`config.mk`:
```
export PLATFORM = sky130hd
export DESIGN_NAME = erp_cell
export DESIGN_NICKNAME = d
export VERILOG_FILES = /design/src/rtl/erp_pkg.sv /design/src/rtl/erp_cell.sv
export SDC_FILE = /design/constraint.sdc
export NUM_CORES = 2
export LEC_CHECK = 0
export CAP_MARGIN = 20
export CORE_UTILIZATION = 30
export DETAILED_ROUTE_END_ITERATION = 8
export DONT_BUFFER_PORTS = 1
export GPL_ROUTABILITY_DRIVEN = 0
export PLACE_DENSITY = 0.43
export SYNTH_ARGS = -nofsm -noshare
export SYNTH_HDL_FRONTEND = slang
export SYNTH_SLANG_ARGS = --single-unit
```
`constraint.sdc`:
```
create_clock -name clk -period 19.7 [get_ports clk]
set_input_delay 0.985 -clock clk [delete_from_list [all_inputs] [get_ports clk]]
set_output_delay 0.985 -clock clk [all_outputs]
set_load 0.05 [all_outputs]
```
`src/rtl/erp_pkg.sv`:
```
`timescale 1ns / 1ps
// Package for the Euler point rotator: widths, CORDIC constants, lane and
// stage types, and the fixed-point helpers. No dependencies.
package erp_pkg;

  localparam int COORD_BITS     = 16;
  localparam int ANGLE_BITS     = 16;
  localparam int TRIG_FRAC_BITS = 14;
  localparam int PIVOT_BITS     = 16;
  localparam int OUT_BITS       = 18;
  localparam int CFG_IDX_BITS   = 2;

  localparam int CORDIC_STEPS = 30;
  localparam int CORDIC_FRAC  = 30;
  localparam int CW           = 34;
  localparam int SHIFT_BITS   = 5;
  localparam int TRIG_SHIFT   = CORDIC_FRAC - TRIG_FRAC_BITS;
  localparam int TW           = TRIG_FRAC_BITS + 4;
  localparam int EW           = TW + 1;
  localparam int DW           = COORD_BITS + 2;
  localparam int AW           = EW + DW + 3;

  localparam logic signed [CW-1:0] CORDIC_START = CW'(652032874);
  localparam logic signed [PIVOT_BITS-1:0] PIVOT_RESET = PIVOT_BITS'(100);
  localparam logic signed [AW-1:0] OUT_MAX = AW'(131071);
  localparam logic signed [AW-1:0] OUT_MIN = -AW'(131072);

  typedef enum logic [CFG_IDX_BITS-1:0] {
    REG_PIVOT_X = 2'd0,
    REG_PIVOT_Y = 2'd1
  } reg_idx_t;

  typedef struct packed {
    logic                 flip;
    logic signed [CW-1:0] x;
    logic signed [CW-1:0] y;
    logic signed [CW-1:0] z;
  } lane_t;

  typedef struct packed {
    logic                 valid;
    lane_t [2:0]          lane;
    logic signed [DW-1:0] dx;
    logic signed [DW-1:0] dy;
    logic signed [DW-1:0] dz;
  } stage_t;

  function automatic logic signed [CW-1:0] atan_step(input logic [SHIFT_BITS-1:0] i);
    logic signed [CW-1:0] r;
    case (i)
      5'd0:  r = CW'(536870912);
      5'd1:  r = CW'(316933406);
      5'd2:  r = CW'(167458907);
      5'd3:  r = CW'(85004756);
      5'd4:  r = CW'(42667331);
      5'd5:  r = CW'(21354465);
      5'd6:  r = CW'(10679838);
      5'd7:  r = CW'(5340245);
      5'd8:  r = CW'(2670163);
      5'd9:  r = CW'(1335087);
      5'd10: r = CW'(667544);
      5'd11: r = CW'(333772);
      5'd12: r = CW'(166886);
      5'd13: r = CW'(83443);
      5'd14: r = CW'(41722);
      5'd15: r = CW'(20861);
      5'd16: r = CW'(10430);
      5'd17: r = CW'(5215);
      5'd18: r = CW'(2608);
      5'd19: r = CW'(1304);
      5'd20: r = CW'(652);
      5'd21: r = CW'(326);
      5'd22: r = CW'(163);
      5'd23: r = CW'(81);
      5'd24: r = CW'(41);
      5'd25: r = CW'(20);
      5'd26: r = CW'(10);
      5'd27: r = CW'(5);
      5'd28: r = CW'(3);
      5'd29: r = CW'(1);
      default: r = '0;
    endcase
    return r;
  endfunction

  function automatic lane_t fold_angle(input logic [ANGLE_BITS-1:0] ang);
    logic [31:0] a;
    lane_t       l;
    a = {ang, {(32-ANGLE_BITS){1'b0}}};
    l.flip = a[31] ^ a[30];
    if (l.flip) a[31] = ~a[31];
    l.x = CORDIC_START;
    l.y = '0;
    l.z = CW'(signed'(a));
    return l;
  endfunction

  function automatic logic signed [TW-1:0] round_trig(input logic signed [CW-1:0] v);
    logic signed [CW-1:0] t;
    t = v + (CW'(1) <<< (TRIG_SHIFT - 1));
    return TW'(t >>> TRIG_SHIFT);
  endfunction

  function automatic logic signed [TW-1:0] mulq(input logic signed [TW-1:0] a,
                                               input logic signed [TW-1:0] b);
    logic signed [2*TW-1:0] p;
    p = a * b + ((2*TW)'(1) <<< (TRIG_FRAC_BITS - 1));
    return TW'(p >>> TRIG_FRAC_BITS);
  endfunction

endpackage

```
`src/rtl/erp_cell.sv`:
```
`timescale 1ns / 1ps
// One CORDIC rotation step for three angle lanes, carrying the point along.
// Depends on erp_pkg.
module erp_cell import erp_pkg::*; (
  input  logic                  clk,
  input  logic                  rst,
  input  logic                  en,
  input  logic [SHIFT_BITS-1:0] step,
  input  stage_t                d,
  output stage_t                q
);

  stage_t q_next;
  logic signed [CW-1:0] atan;
  logic signed [CW-1:0] xs [3];
  logic signed [CW-1:0] ys [3];

  always_comb begin
    atan = atan_step(step);
    q_next = d;
    for (int k = 0; k < 3; k++) begin
      xs[k] = d.lane[k].x >>> step;
      ys[k] = d.lane[k].y >>> step;
      if (!d.lane[k].z[CW-1]) begin
        q_next.lane[k].x = d.lane[k].x - ys[k];
        q_next.lane[k].y = d.lane[k].y + xs[k];
        q_next.lane[k].z = d.lane[k].z - atan;
      end else begin
        q_next.lane[k].x = d.lane[k].x + ys[k];
        q_next.lane[k].y = d.lane[k].y - xs[k];
        q_next.lane[k].z = d.lane[k].z + atan;
      end
    end
  end

  always_ff @(posedge clk) begin
    if (rst) q.valid <= 1'b0;
    else if (en) q <= q_next;
  end

endmodule

```
==> flow_summary.json <==
{
  "cts.htree.levels": 2,
  "final_area_um2": 49600,
  "rsz0062_at_grt": "no",
  "synth_top_family_by_area": "multiplexers",
  "synth-xor-area-share_pct": 8.79,
  "drc_errors": 0,
  "required_ns": 20.10,
  "worst_pin_slew_ns": 1.46,
  "vias": 41300,
  "grtUsageTotal_pct": 25.3,
  "synth-compound-area-share_pct": 19.8,
  "yosysWarnings": 0,
  "netlist_top_cells_area": "edfxtp_1 (23%), mux4_2 (12%), ha_1 (8.4%), xnor2_1 (5.9%), a21oi_1 (4.5%)",
  "layout-drive-gt1-share_pct": 12.0,
  "holdPathEnd": "q[363]",
  "setup_tns_ns": 0,
  "hold_viol": 0,
  "synth_top_area_share_pct": 23.4,
  "crit_arrival_ns": 8.87,
  "dieArea_um2": 157000,
  "cts.sinks": 364,
  "cts_tree": "done",
  "postCtsSetupBuffers": 0,
  "synth_most_common_cell": "nor2_1",
  "clk_pin_slew_ns": 0.06,
  "critPathMaxFanout": 177,
  "post-route-util_pct": 32.2,
  "reg.largest.list": "q x364",
  "wirelength_mm": 207,
  "netlist_instances": 4993,
  "drt_iter0_markers": 3827,
  "crit_type": "in -> reg",
  "first_global_vias": 39800,
  "syn_area_um2": 46500,
  "viasPerCell": 5.98,
  "setup_viol": 0,
  "yosysUniqueCellTypes": 117,
  "gr-total-overflow": 0,
  "numCtsBuffers": 47,
  "ff_latch_area_um2": 10900,
  "synth_seq_area_share_pct": 23.5,
  "reg2reg_slack_ns": 18.73,
  "io_buffer_count": 0,
  "die_w_um": 396,
  "largest_reg_flops": 364,
  "synth_edf_count": 363,
  "critPathTopFamily": "compound AO/OA/AOI/OAI gates",
  "clock_path_buffers": 3,
  "crit_buf_inv": 5,
  "crit_path_end_kind": "flip-flop",
  "cp_slowest_cell": "clkinv_2",
  "antenna_found_initial": 15,
  "fill_cells": 16000,
  "grt_first_pass_wirelength_mm": 292,
  "die_h_um": 396,
  "hold_path_class": "in -> reg",
  "synth-seq-cells": 364,
  "cts_resized": 0,
  "drv_cap": 0,
  "largest-register": "q",
  "preCtsSetupSlack_ns": 11.12,
  "ys.flop_type": "edfxtp_1",
  "p_leak_nw": 18.6,
  "fin_crit_sh_pct": 43.0,
  "muxShareOfSynthArea_pct": 20.1,
  "syn_area_per_cell_um2": 9.31,
  "r2r_cells": 2,
  "synthTopCellsByCount": "nor2_1 (470), nand2_1 (419), a21oi_1 (417), edfxtp_1 (363)",
  "min_from": "rst",
  "max_freq_ghz": 0.118,
  "finalMaxSlewViolations": 0,
  "cts_root_buf": "clkbuf_16",
  "status": "completed",
  "holdPathStages": 1,
  "synthesis.nets": 5686,
  "area_delta_synth_final_pct": 6.55,
  "r2r_end": "q[363]",
  "core_um2": 154000,
  "synth_fa_ha_area_share_pct": 8.78,
  "p_per_area_nw_per_um2": 84.4,
  "multi_input_area_um2": 33700,
  "yosys.area.top_type": "edfxtp_1",
  "ctsHoldBuffers": 0,
  "synthArstFlopShare_pct": 0,
  "relSlewSlack_pct": 2.75,
  "yosys.area_share.simple_pct": 14.9,
  "ir_worst_vdd_mv": 0.0769,
  "regToRegStartpoint": "q[363]",
  "first_pass_iters": 9,
  "final_nets": 5507,
  "setup_ws_ns": 11.23,
  "hold-worst-slack_ns": 0.409,
  "dp_hpwl_mm": 161,
  "min_period_ns": 8.47,
  "cpPeakStageDelay_ns": 0.89,
  "insertion_delay_ns": 0.64,
  "grt_max_degree": 347,
  "wl_per_cell_um": 29.9,
  "critPathLaunchType": "input port",
  "start_util_pct": 30.2,
  "fin_skew_ns": 0,
  "num_rows": 144,
  "placed_area_um2": 47900,
  "io_pins": 736,
  "ant_nets": 0
}
report_power, final:
part	leakage, nW	total (mW)	switching (mW)	internal (mW)
clock network	0.774	0.925	0.379	0.546
registers	3.42	1.52	0.453	1.06
logic	14.4	1.74	1.01	0.728
total	18.6	4.18	1.85	2.34
area by class of cell:
type                       count  share of cell area, %
multi-input combinational   4238                   67.9
sequential                   364                   22.0
tap                         2044                   5.16
clock buffer                  50                   2.40
inverter                     125                  0.965
clock inverter                34                  0.896
timing repair buffer          38                  0.566
antenna                        7                 0.0353
layer usage:
| layer | wire [um] | GRT usage (%) | up-vias |
|---|---|---|---|
| li1 | - | - | 18700 |
| met1 | 76700 | 28.9 | 20100 |
| met2 | 99500 | 43.0 | 1981 |
| met3 | 19000 | 7.11 | 470 |
| met4 | 11400 | 12.5 | 12 |
| met5 | 72 | 0 | - |
worst max-delay path by stage:
stage / from / endpoint / slack [ns] / cells past startpoint
finish: step[3] / q[190] / 11.23 / 27
global route: step[3] / q[190] / 11.02 / 27
CTS: step[3] / q[190] / 11.78 / 27
floorplan: rst / q[0] / 1.54 / 1
detailed placement: step[3] / q[190] / 11.12 / 27
global placement: step[3] / q[190] / 11.12 / 27
worst reg2reg max path: stages, from the launching register on:
cell     delay (ns)
dfxtp_1        0.66
mux2i_1        0.14
nor2_1         0.11
kinds of logic after synthesis:
kind of cell / after synthesis
AO/OA/AOI/OAI: 1420
adder cells (fa/ha/maj): 321
buffers and inverters: 391
XOR/XNOR: 467
multiplexers: 587
flip-flops: 364
AND/OR/NAND/NOR: 1443
stage by stage:
stage               cells  power (mW)
finish               6900        4.18
global route         6898        4.41
floorplan            4993        2.86
global placement     6807        3.27
detailed placement   6808        3.26
CTS                  6892        4.22
placed cells by master, fill, tap and decap left out, types with 20 or more instances in the layout:
cell type	instances
and2_1	56
nor3_1	91
mux2i_1	205
o31ai_1	22
a21o_1	125
a22oi_1	25
o21a_1	65
xor2_1	155
and3_1	56
a21oi_1	417
nand4_1	22
a211oi_1	53
inv_1	119
ha_1	312
nand2_1	419
o211ai_1	31
mux4_2	253
buf_4	36
o21ai_0	278
or2_2	20
nor2_1	467
nand2b_1	59
a211o_1	23
o22ai_1	47
nor2b_1	42
clkbuf_16	47
edfxtp_1	363
o21bai_1	40
nand3_1	78
or3_1	20
a31oi_1	76
xnor2_1	312
mux2_2	117
(Power assumes the default switching activity.)
